$ cat src/cks_pkg.sv
package cks_pkg;

  localparam int unsigned CntWidth = 16;
  localparam int unsigned CfgIdxWidth = 3;
  localparam int unsigned InDataWidth = 8;
  localparam int unsigned OutDataWidth = 8;

  typedef logic [CntWidth-1:0] cnt_t;

  localparam cnt_t CntMax = '1;

  localparam cnt_t HeartbeatPeriodRst = 16'd6600;
  localparam cnt_t HeartbeatInitialRst = 16'd5600;
  localparam cnt_t RetryDelayRst = 16'd1000;
  localparam cnt_t ReplyTimeoutRst = 16'd15000;
  localparam cnt_t EstablishedTimeoutRst = 16'd2000;

  localparam logic [1:0] MissLimit = 2'd3;

  typedef enum logic [CfgIdxWidth-1:0] {
    RegHeartbeatPeriod = 3'd0,
    RegHeartbeatInitial = 3'd1,
    RegRetryDelay = 3'd2,
    RegReplyTimeout = 3'd3,
    RegEstablishedTimeout = 3'd4
  } cfg_reg_e;

  typedef enum logic [2:0] {
    PhIdle = 3'b001,
    PhConn = 3'b010,
    PhDisc = 3'b100
  } phase_e;

  typedef enum logic [1:0] {
    LsIdle = 2'd0,
    LsConn = 2'd1,
    LsDisc = 2'd2
  } link_state_e;

  typedef struct packed {
    logic send_allowed;
    logic remote_closed;
    logic connected;
    logic connect_ok;
    logic ip_valid;
    logic dhcp_assigned;
    logic link_up;
  } in_fields_t;

  typedef struct packed {
    logic [1:0] link_state;
    logic timed_out;
    logic address_refresh;
    logic send_heartbeat;
    logic disconnect_request;
    logic connect_request;
  } out_fields_t;

  function automatic cnt_t sat_inc(cnt_t v);
    return (v == CntMax) ? CntMax : cnt_t'(v + 1'b1);
  endfunction

endpackage

$ cat src/connection_keepalive_supervisor.sv
// Channel   | Direction | Payload
// s_axis    | in        | tuser: req_type; tdata: link_up .. send_allowed
// m_axis    | out       | tdata: requests, timed_out, link_state
// cfg       | in        | cfg_index_i register index, cfg_data_i 16-bit value
//
// Each beat is handled combinationally: the state update and the result are computed
// from the accepted input beat and stored in the state and output registers.
// One beat per cycle is sustained; the output register is the only buffering.
// The input side stalls only while a result waits and m_axis_tready_i is low.
// Reset loads the register defaults and puts the supervisor in idle.
module connection_keepalive_supervisor (
  input  logic                                clk_i,
  input  logic                                rst_ni,
  // bit 0: req_type
  input  logic                                s_axis_tuser_i,
  // bits 0..6: link_up, dhcp_assigned, ip_valid, connect_ok, connected,
  // remote_closed, send_allowed; bit 7 zero
  input  logic [cks_pkg::InDataWidth-1:0]     s_axis_tdata_i,
  input  logic                                s_axis_tvalid_i,
  output logic                                s_axis_tready_o,
  // bits 0..6: connect_request, disconnect_request, send_heartbeat,
  // address_refresh, timed_out, link_state[1:0]; bit 7 zero
  output logic [cks_pkg::OutDataWidth-1:0]    m_axis_tdata_o,
  output logic                                m_axis_tvalid_o,
  input  logic                                m_axis_tready_i,
  input  logic                                cfg_valid_i,
  output logic                                cfg_ready_o,
  input  logic [cks_pkg::CfgIdxWidth-1:0]     cfg_index_i,
  input  logic [cks_pkg::CntWidth-1:0]        cfg_data_i
);
  import cks_pkg::*;

  cnt_t hb_period_q, hb_initial_q, retry_delay_q, reply_timeout_q, est_timeout_q;

  phase_e phase_q, phase_d;
  cnt_t delay_q, delay_d;
  cnt_t hb_count_q, hb_count_d;
  logic hb_due_q, hb_due_d;
  cnt_t reply_q, reply_d;
  logic mark_q, mark_d;
  logic [1:0] miss_q, miss_d;

  logic [OutDataWidth-1:0] out_q;
  logic out_valid_q;

  in_fields_t in_f;
  out_fields_t res;
  logic accept;
  cnt_t reply_inc, delay_inc;
  logic [1:0] miss_inc;

  assign cfg_ready_o = 1'b1;
  assign s_axis_tready_o = !out_valid_q || m_axis_tready_i;
  assign accept = s_axis_tvalid_i && s_axis_tready_o;
  assign in_f = in_fields_t'(s_axis_tdata_i[6:0]);
  assign m_axis_tdata_o = out_q;
  assign m_axis_tvalid_o = out_valid_q;

  assign reply_inc = sat_inc(reply_q);
  assign delay_inc = sat_inc(delay_q);
  assign miss_inc = miss_q + 2'd1;

  always_ff @(posedge clk_i or negedge rst_ni) begin
    if (!rst_ni) begin
      hb_period_q <= HeartbeatPeriodRst;
      hb_initial_q <= HeartbeatInitialRst;
      retry_delay_q <= RetryDelayRst;
      reply_timeout_q <= ReplyTimeoutRst;
      est_timeout_q <= EstablishedTimeoutRst;
    end else if (cfg_valid_i && cfg_ready_o) begin
      unique case (cfg_index_i)
        RegHeartbeatPeriod: hb_period_q <= cfg_data_i;
        RegHeartbeatInitial: hb_initial_q <= cfg_data_i;
        RegRetryDelay: retry_delay_q <= cfg_data_i;
        RegReplyTimeout: reply_timeout_q <= cfg_data_i;
        RegEstablishedTimeout: est_timeout_q <= cfg_data_i;
        default: ;
      endcase
    end
  end

  always_comb begin
    phase_d = phase_q;
    delay_d = delay_q;
    hb_count_d = hb_count_q;
    hb_due_d = hb_due_q;
    reply_d = reply_q;
    mark_d = mark_q;
    miss_d = miss_q;
    res = '0;
    if (s_axis_tuser_i) begin
      reply_d = '0;
    end else if (!in_f.link_up) begin
      reply_d = '0;
      hb_due_d = 1'b0;
      delay_d = '0;
      phase_d = PhIdle;
      hb_count_d = hb_initial_q;
      res.disconnect_request = 1'b1;
    end else begin
      if (hb_count_q >= hb_period_q) begin
        hb_count_d = '0;
        hb_due_d = 1'b1;
      end else begin
        hb_count_d = sat_inc(hb_count_q);
      end
      unique case (phase_q)
        PhIdle: begin
          if (delay_q >= retry_delay_q) begin
            delay_d = '0;
            if (in_f.dhcp_assigned && in_f.ip_valid) begin
              res.connect_request = 1'b1;
              if (in_f.connect_ok) begin
                reply_d = '0;
                phase_d = PhConn;
              end
            end
          end else begin
            delay_d = delay_inc;
          end
        end
        PhConn: begin
          reply_d = reply_inc;
          if (reply_inc >= reply_timeout_q) begin
            mark_d = 1'b1;
            res.address_refresh = 1'b1;
            phase_d = PhDisc;
          end else if (in_f.connected) begin
            delay_d = '0;
            mark_d = 1'b0;
            if (hb_due_d && in_f.send_allowed) begin
              hb_due_d = 1'b0;
              res.send_heartbeat = 1'b1;
            end
          end else if (in_f.remote_closed) begin
            phase_d = PhDisc;
          end else begin
            delay_d = delay_inc;
            if (delay_inc >= est_timeout_q) begin
              if (miss_inc >= MissLimit) begin
                miss_d = '0;
                mark_d = 1'b1;
                res.address_refresh = 1'b1;
              end else begin
                miss_d = miss_inc;
              end
              phase_d = PhDisc;
            end
          end
        end
        PhDisc: begin
          res.disconnect_request = 1'b1;
          reply_d = '0;
          hb_due_d = 1'b0;
          delay_d = '0;
          phase_d = PhIdle;
        end
        default: ;
      endcase
    end
    res.timed_out = mark_d;
    unique case (phase_d)
      PhConn: res.link_state = LsConn;
      PhDisc: res.link_state = LsDisc;
      default: res.link_state = LsIdle;
    endcase
  end

  always_ff @(posedge clk_i or negedge rst_ni) begin
    if (!rst_ni) begin
      phase_q <= PhIdle;
      delay_q <= '0;
      hb_count_q <= HeartbeatInitialRst;
      hb_due_q <= 1'b0;
      reply_q <= '0;
      mark_q <= 1'b0;
      miss_q <= '0;
      out_valid_q <= 1'b0;
    end else begin
      if (accept) begin
        phase_q <= phase_d;
        delay_q <= delay_d;
        hb_count_q <= hb_count_d;
        hb_due_q <= hb_due_d;
        reply_q <= reply_d;
        mark_q <= mark_d;
        miss_q <= miss_d;
        out_valid_q <= 1'b1;
      end else if (m_axis_tready_i) begin
        out_valid_q <= 1'b0;
      end
    end
  end

  always_ff @(posedge clk_i) begin
    if (accept) begin
      out_q <= {1'b0, res};
    end
  end

endmodule

$ cat config.mk
export PLATFORM = sky130hd
export DESIGN_NAME = connection_keepalive_supervisor
export DESIGN_NICKNAME = d
export VERILOG_FILES = /design/src/cks_pkg.sv /design/src/connection_keepalive_supervisor.sv
export SDC_FILE = /design/constraint.sdc
export NUM_CORES = 1
export LEC_CHECK = 0
export ABC_CLOCK_PERIOD_IN_PS = 3600
export BUFFER_PORTS_ARGS = -buffer_cell sky130_fd_sc_hd__buf_2
export CORE_AREA = 2 2 158 176
export CTS_BUF_LIST = sky130_fd_sc_hd__clkbuf_8
export DETAILED_ROUTE_END_ITERATION = 10
export DIE_AREA = 0 0 160 178
export SLEW_MARGIN = 40
export SYNTH_ARGS = -nofsm -noshare
export SYNTH_HDL_FRONTEND = slang
export SYNTH_SLANG_ARGS = --single-unit
export TNS_END_PERCENT = 10
$ cat constraint.sdc
create_clock -name clk_i -period 3.6 [get_ports clk_i]
set_input_delay 0.18 -clock clk_i [delete_from_list [all_inputs] [get_ports clk_i]]
set_output_delay 0.18 -clock clk_i [all_outputs]
set_load 0.1 [all_outputs]
==> results of run 1 <==
## where the power goes
part	internal [uW]	switching, uW
registers	1970	220
logic	509	705
clock network	690	624
## what timing repair did
| action | 4_1_cts | 5_1_grt |
|---|---|---|
| buffers inserted | 0 | 2 |
| hold buffers | 2 | 0 |
| endpoints found under the setup margin | 18 | 27 |
| endpoints found under the hold margin | 49 | 0 |
| gates resized for setup | 3 | 22 |
| pin swaps | 2 | 11 |
## cells by family (layout without fill, tap and decap cells)
family / count (synthesis) / count (layout) / synth area share (%)
and+or+nand+nor: 282 / 282 / 16.2
AOI/OAI and AO/OA: 236 / 236 / 17.3
DFF: 143 / 143 / 42.1
buffers and inverters: 118 / 202 / 5.62
adders and majority gates: 67 / 67 / 9.63
muxes: 52 / 52 / 6.74
xor gates and xnor gates: 23 / 23 / 2.31
other: 2 / 2 / 0.0863
## cells in the final DEF (no fill, tap or decap), types with 4 or more instances in the layout
cell type / n
a211oi_1: 4
a21o_1: 15
a21oi_1: 45
a22o_1: 17
a2bb2oi_1: 8
a31oi_1: 19
and2_1: 5
and3_1: 12
and3_4: 4
buf_2: 39
buf_4: 48
clkbuf_8: 18
clkinv_2: 6
dfrtp_1: 98
dfstp_2: 38
edfxtp_1: 7
ha_1: 66
inv_1: 80
mux2_2: 37
mux2_4: 4
mux2i_1: 11
nand2_1: 116
nand2b_1: 14
nand3_1: 32
nand3_2: 5
nand4_1: 11
nor2_1: 34
nor2b_1: 7
nor3_1: 6
nor3b_1: 10
o211ai_1: 7
o21a_1: 9
o21ai_0: 78
o31ai_1: 4
xnor2_1: 14
xor2_1: 9
## final timing paths
path                          startpoint                end  slack, ns  cells after the start
setup / recovery              delay_q[1]  m_axis_tdata_o[4]       0.20                     14
hold / removal             cfg_data_i[5]   retry_delay_q[5]       0.02                      3
setup reg to reg              delay_q[1]  m_axis_tdata_o[4]       0.20                     14
hold reg to reg                   mark_q             mark_q       0.49                      2
max in group asynchronous         rst_ni   retry_delay_q[9]       2.40                      3
min in group asynchronous         rst_ni        reply_q[12]       0.33                      2
## sequential cells by signal (all words and copies together), names as in the netlist
name             cells
hb_period_q         16
phase_q              3
delay_q             16
m_axis_tvalid_o      1
mark_q               1
reply_q             16
hb_initial_q        16
miss_q               2
hb_due_q             1
hb_count_q          16
reply_timeout_q     16
est_timeout_q       16
retry_delay_q       16
m_axis_tdata_o       7
## metal layers
metal / up-vias / track usage (%) / routed length [um]
met5: - / 0 / 0
met4: 0 / 4.20 / 335
met3: 27 / 2.84 / 532
met2: 86 / 27.9 / 10900
met1: 3347 / 20.2 / 10000
li1: 3389 / - / -
## per-stage QoR
stage / worst slack [ns] / instances
3_5_place_dp: -0.0436 / 1328
4_1_cts: 0.0133 / 1362
2_1_floorplan: 0.0404 / 923
6_report: 0.200 / 1364
5_1_grt: -0.00474 / 1364
3_3_place_gp: -0.00811 / 1328
## area by class of cell
class | count | area share, %
flip-flops and latches | 143 | 36.2
well taps | 357 | 4.41
multi-input cells | 662 | 46.4
clock inverters | 14 | 1.47
inverters | 78 | 2.89
clock buffers | 18 | 2.45
repair buffers | 92 | 6.20
## worst min-delay path: stages
cell and delay (ns):
buf_2 0.15, nand2_1 0.06, o21ai_0 0.07
==> impl_metrics.csv, run 1 <==
group,metric,value,unit
status,status,"complete, no violations",
drt,drt_iter0_markers,373,
die,dieArea,0.0285,mm^2
yosys,ys_async_sr_fraction,95.1,%
layout,n_fill_cell,2716,
drt,drc_errors,0,
critical_path,cp_data_required_time,3.81,ns
sta,clock.fmax,294,MHz
yosys,ys.flop_type,"dfrtp_1",
sta,fin_tns_setup,0,ns
yosys,ys_seq_elements,143,
sta,timing.hold.ws,0.0188,ns
layout,fin_util,38.0,%
layout,ff_latch_area,0.00366,mm^2
clock_tree,insertion_delay,0.46,ns
critical_path,path_cells,"ha_1, and3_4, nand3_2, or3_4, buf_4, nand2b_1, ha_1, a2111oi_2, o311ai_1, a21oi_1, buf_4, o41a_1, nor2_2, a21o_1",
sta,worst_slew_pin_slew,0.703,ns
drt,ant_nets,0,
critical_path,crit_path_top_delay_cell,"or3_4",
pwr,finalPower,4720,uW
die,core-area,0.0266,mm^2
yosys,synth_cell_types,71,
sta,max-slew-margin-rel,53.1,%
sta,skew,0.0199,ns
critical_path,critPathLaunchType,"flip-flop",
global_routing,grt_pass1_vias,6903,
layout,n_antenna_cell,0,
critical_path,cp_num_buf_inv,2,
die,die_w,160,um
yosys,syn_area,0.00871,mm^2
layout,area_growth,16.2,%
yosys,synth_edf_count,7,
place,hpwl,15.9,mm
yosys,yosys-top-cells-area,"dfrtp_1, dfstp_2, ha_1",
clock_tree,cts.sinks,143,
drt,drt_pass1_iterations,5,
critical_path,cp_top_family,"compound AO/OA/AOI/OAI gates",
hold_path,hold_class,"primary input to flip-flop",
clock_tree,cts_buffers,17,
yosys,synth_common_cells,"nand2_1, dfrtp_1, o21ai_0, inv_1, ha_1",
global_routing,grt_max_degree,74,
die,rows,63,
sta,period_needed,3.40,ns
global_routing,track_usage,15.9,%
die,die_h,178,um
yosys,synth_nets,1023,
drt,vias,6849,
critical_path,cp-end-kind,"flip-flop",
layout,postLayoutCellArea,0.0101,mm^2
clock_tree,cts_tree,"yes",
drt,drt-total-wl,21.8,mm
job,max_cap_violations,0,
die,initial_core_util,32.7,%
global_routing,grt_pass1_wl,35.9,mm
yosys,ys_seq_area_share,42.1,%
critical_path,cp.arrival,3.61,ns
die,ios,44,
sta,maxSlewViolCount,0,
clock_tree,cts_htree_levels,4,
sta,finalCritPeriodShare,94.4,%
place,gp_congestion,0.821,
clock_tree,cts-root-buf,"clkbuf_8",
yosys,yosysMostFrequentCell,"nand2_1",
place,portBuffers,40,
layout,finalNetCount,1094,
layout,drive_above_1_share,23.8,%
yosys,synth_area_leader_cell,"dfrtp_1",
pwr,p_leak,0.00468,uW
critical_path,critPathMaxFanout,12,
yosys,synth_area_per_cell,9.43,um^2
global_routing,antenna_found_initial,0,
critical_path,critical_path_class,"flip-flop to flip-flop",
critical_path,max_stage_delay,0.40,ns
yosys,synth_top_area_share,28.2,%
drt,wl_per_cell,16.0,um
clock_tree,path_clk_slew,0.08,ns
drt,viasPerCell,5.02,
yosys,syn_inst,923,
clock_tree,clock_path_buffers,2,
place,dpl_cell_area,0.00956,mm^2
sta,setup_viol,0,
pwr,ir_worst_vdd,0.191,mV
pwr,pwr_density_cell,466,mW/mm^2
global_routing,grt.overflow.total,0,
layout,multi_input_area,0.00469,mm^2
sta,finalHoldViolations,0,
yosys,synth_warnings,0,
Note: power is estimated with default switching activity, not from simulation.
==> run 2, diff against run 1 <==
--- a/config.mk
+++ b/config.mk
@@ -9,9 +9,10 @@
 export BUFFER_PORTS_ARGS = -buffer_cell sky130_fd_sc_hd__buf_2
 export CORE_AREA = 2 2 158 176
 export CTS_BUF_LIST = sky130_fd_sc_hd__clkbuf_8
+export CTS_CLUSTER_DIAMETER = 80
 export DETAILED_ROUTE_END_ITERATION = 10
 export DIE_AREA = 0 0 160 178
-export SLEW_MARGIN = 40
+export PLACE_DENSITY = 0.59
 export SYNTH_ARGS = -nofsm -noshare
 export SYNTH_HDL_FRONTEND = slang
 export SYNTH_SLANG_ARGS = --single-unit
==> impl_metrics.csv, run 2 (synthesis results as in run 1) <==
group,metric,value,unit
status,status,"complete, no violations",
critical_path,max_stage_delay,0.48,ns
global_routing,grt_pass1_vias,6988,
drt,wl_met3,540,um
drt,ant_nets,0,
sta,finalHoldViolations,0,
drt,drt-total-wl,22.2,mm
drt,dr.max_layer_used,"met4",
sta,worst_slew_pin_slew,0.961,ns
drt,drt_iter0_markers,445,
pwr,finalPower,4730,uW
layout,n_antenna_cell,0,
die,core-area,0.0266,mm^2
layout,layout_common_cells,"nand2_1, dfrtp_1, inv_1",
clock_tree,path_clk_slew,0.08,ns
clock_tree,clock_path_buffers,2,
sta,setup_viol,0,
sta,skew,0.00920,ns
layout,ff_latch_area,0.00366,mm^2
global_routing,grt_max_degree,91,
place,gp_congestion,0.825,
sta,rsz0062_at_grt,"yes",
clock_tree,cts-root-buf,"clkbuf_8",
job,max_cap_violations,0,
clock_tree,insertion_delay,0.46,ns
place,pre_cts_ws,-0.0368,ns
place,portBuffers,40,
global_routing,antenna_found_initial,0,
critical_path,cp_top_family,"simple AND/OR/NAND/NOR gates",
die,ios,44,
place,hpwl,16.0,mm
sta,finalCritPeriodShare,96.1,%
layout,finalNetCount,1095,
sta,period_needed,3.46,ns
sta,setup_slack,0.142,ns
sta,clock.fmax,289,MHz
die,rows,63,
critical_path,path_cells,"and3_4, and3_4, nand3_2, nor3_4, nand3_1, mux2_4, ha_1, nand4_1, nor4_2, buf_4, a21oi_1, buf_4, o41a_1, nor2_1, a21o_1",
critical_path,cp.arrival,3.79,ns
layout,final_common_cell,"nand2_1",
critical_path,cp-end-kind,"flip-flop",
layout,n_fill_cell,2760,
drt,wl_met1,10.1,mm
layout,multi_input_area,0.00470,mm^2
critical_path,critPathMaxFanout,4,
clock_tree,cts_tree,"yes",
drt,wl_per_cell,16.3,um
drt,drt_pass1_iterations,4,
clock_tree,cts_buffers,17,
drt,viasPerCell,5.07,
critical_path,critical_path_class,"flip-flop to flip-flop",
critical_path,crit_path_top_delay_cell,"o41a_1",
global_routing,grt_pass1_wl,36.7,mm
clock_tree,cts_htree_levels,4,
layout,area_growth,16.6,%
critical_path,cp_data_required_time,3.94,ns
critical_path,critPathLaunchType,"flip-flop",
die,die_w,160,um
drt,drc_errors,0,
clock_tree,cts.sinks,143,
drt,met2_length,11.2,mm
pwr,p_leak,0.00470,uW
die,dieArea,0.0285,mm^2
pwr,pwr_density_cell,466,mW/mm^2
sta,max-slew-margin-rel,35.9,%
layout,drive_above_1_share,24.0,%
die,initial_core_util,32.7,%
critical_path,cp_num_buf_inv,2,
hold_path,hold_class,"primary input to flip-flop",
global_routing,track_usage,16.4,%
pwr,ir_worst_vdd,0.187,mV
global_routing,grt.overflow.total,0,
drt,vias,6916,
die,die_h,178,um
sta,maxSlewViolCount,0,
## run 2: metrics by stage
step | TNS, ns | hold WS (ns) | std cells | utilization (%) | instance area, um^2
after CTS | 0 | 0.00403 | 1361 | 37.5 | 9980
after detailed placement | -0.337 | 0.354 | 1324 | 35.7 | 9520
after global placement | 0 | 0.340 | 1324 | 35.7 | 9520
final | 0 | 0.0175 | 1365 | 38.1 | 10100
after global routing | -0.0215 | 0.0106 | 1365 | 38.1 | 10100
after floorplan | 0 | -0.116 | 923 | - | 8710
## run 2: area by class of cell
| cell class | count | share of cell area (%) |
|---|---|---|
| Clock inverter | 14 | 1.49 |
| Multi-Input combinational cell | 662 | 46.4 |
| Tap cell | 357 | 4.40 |
| Clock buffer | 18 | 2.44 |
| Sequential cell | 143 | 36.1 |
| Timing Repair Buffer | 93 | 6.34 |
| Inverter | 78 | 2.89 |
## run 2: final timing paths
kind / endpoint / from / cells after the start / slack [ns]
setup / recovery: m_axis_tdata_o[4] / delay_q[8] / 15 / 0.14
hold / removal: retry_delay_q[1] / cfg_data_i[1] / 3 / 0.02
setup reg to reg: m_axis_tdata_o[4] / delay_q[8] / 15 / 0.14
hold reg to reg: mark_q / mark_q / 2 / 0.50
max in group asynchronous: hb_initial_q[8] / rst_ni / 3 / 2.33
min in group asynchronous: hb_initial_q[15] / rst_ni / 2 / 0.38
## run 2: metal layers
| metal | vias up | GRT usage, % |
|---|---|---|
| met1 | 3393 | 20.3 |
| met2 | 96 | 28.8 |
| li1 | 3401 | - |
| met3 | 26 | 3.02 |
| met4 | 0 | 5.18 |
| met5 | - | 0 |
## run 2: what timing repair did
action,in CTS,in global routing
setup endpoints to repair,16,23
resized for setup,0,31
endpoints found under the hold margin,69,0
hold buffers,4,0
pin swaps,1,14
buffers inserted,1,4
## run 2: tightest hold or removal path: cells and delay by family
kind	cells	cell delay, ns
AO/OA/AOI/OAI	1	0.06
AND/OR/NAND/NOR	1	0.05
buffers and inverters	1	0.14
## run 2: report_power, final
part / total [uW] / internal, uW / switching [uW]
logic: 1220 / 519 / 702
clock network: 1320 / 691 / 630
registers: 2180 / 1970 / 213
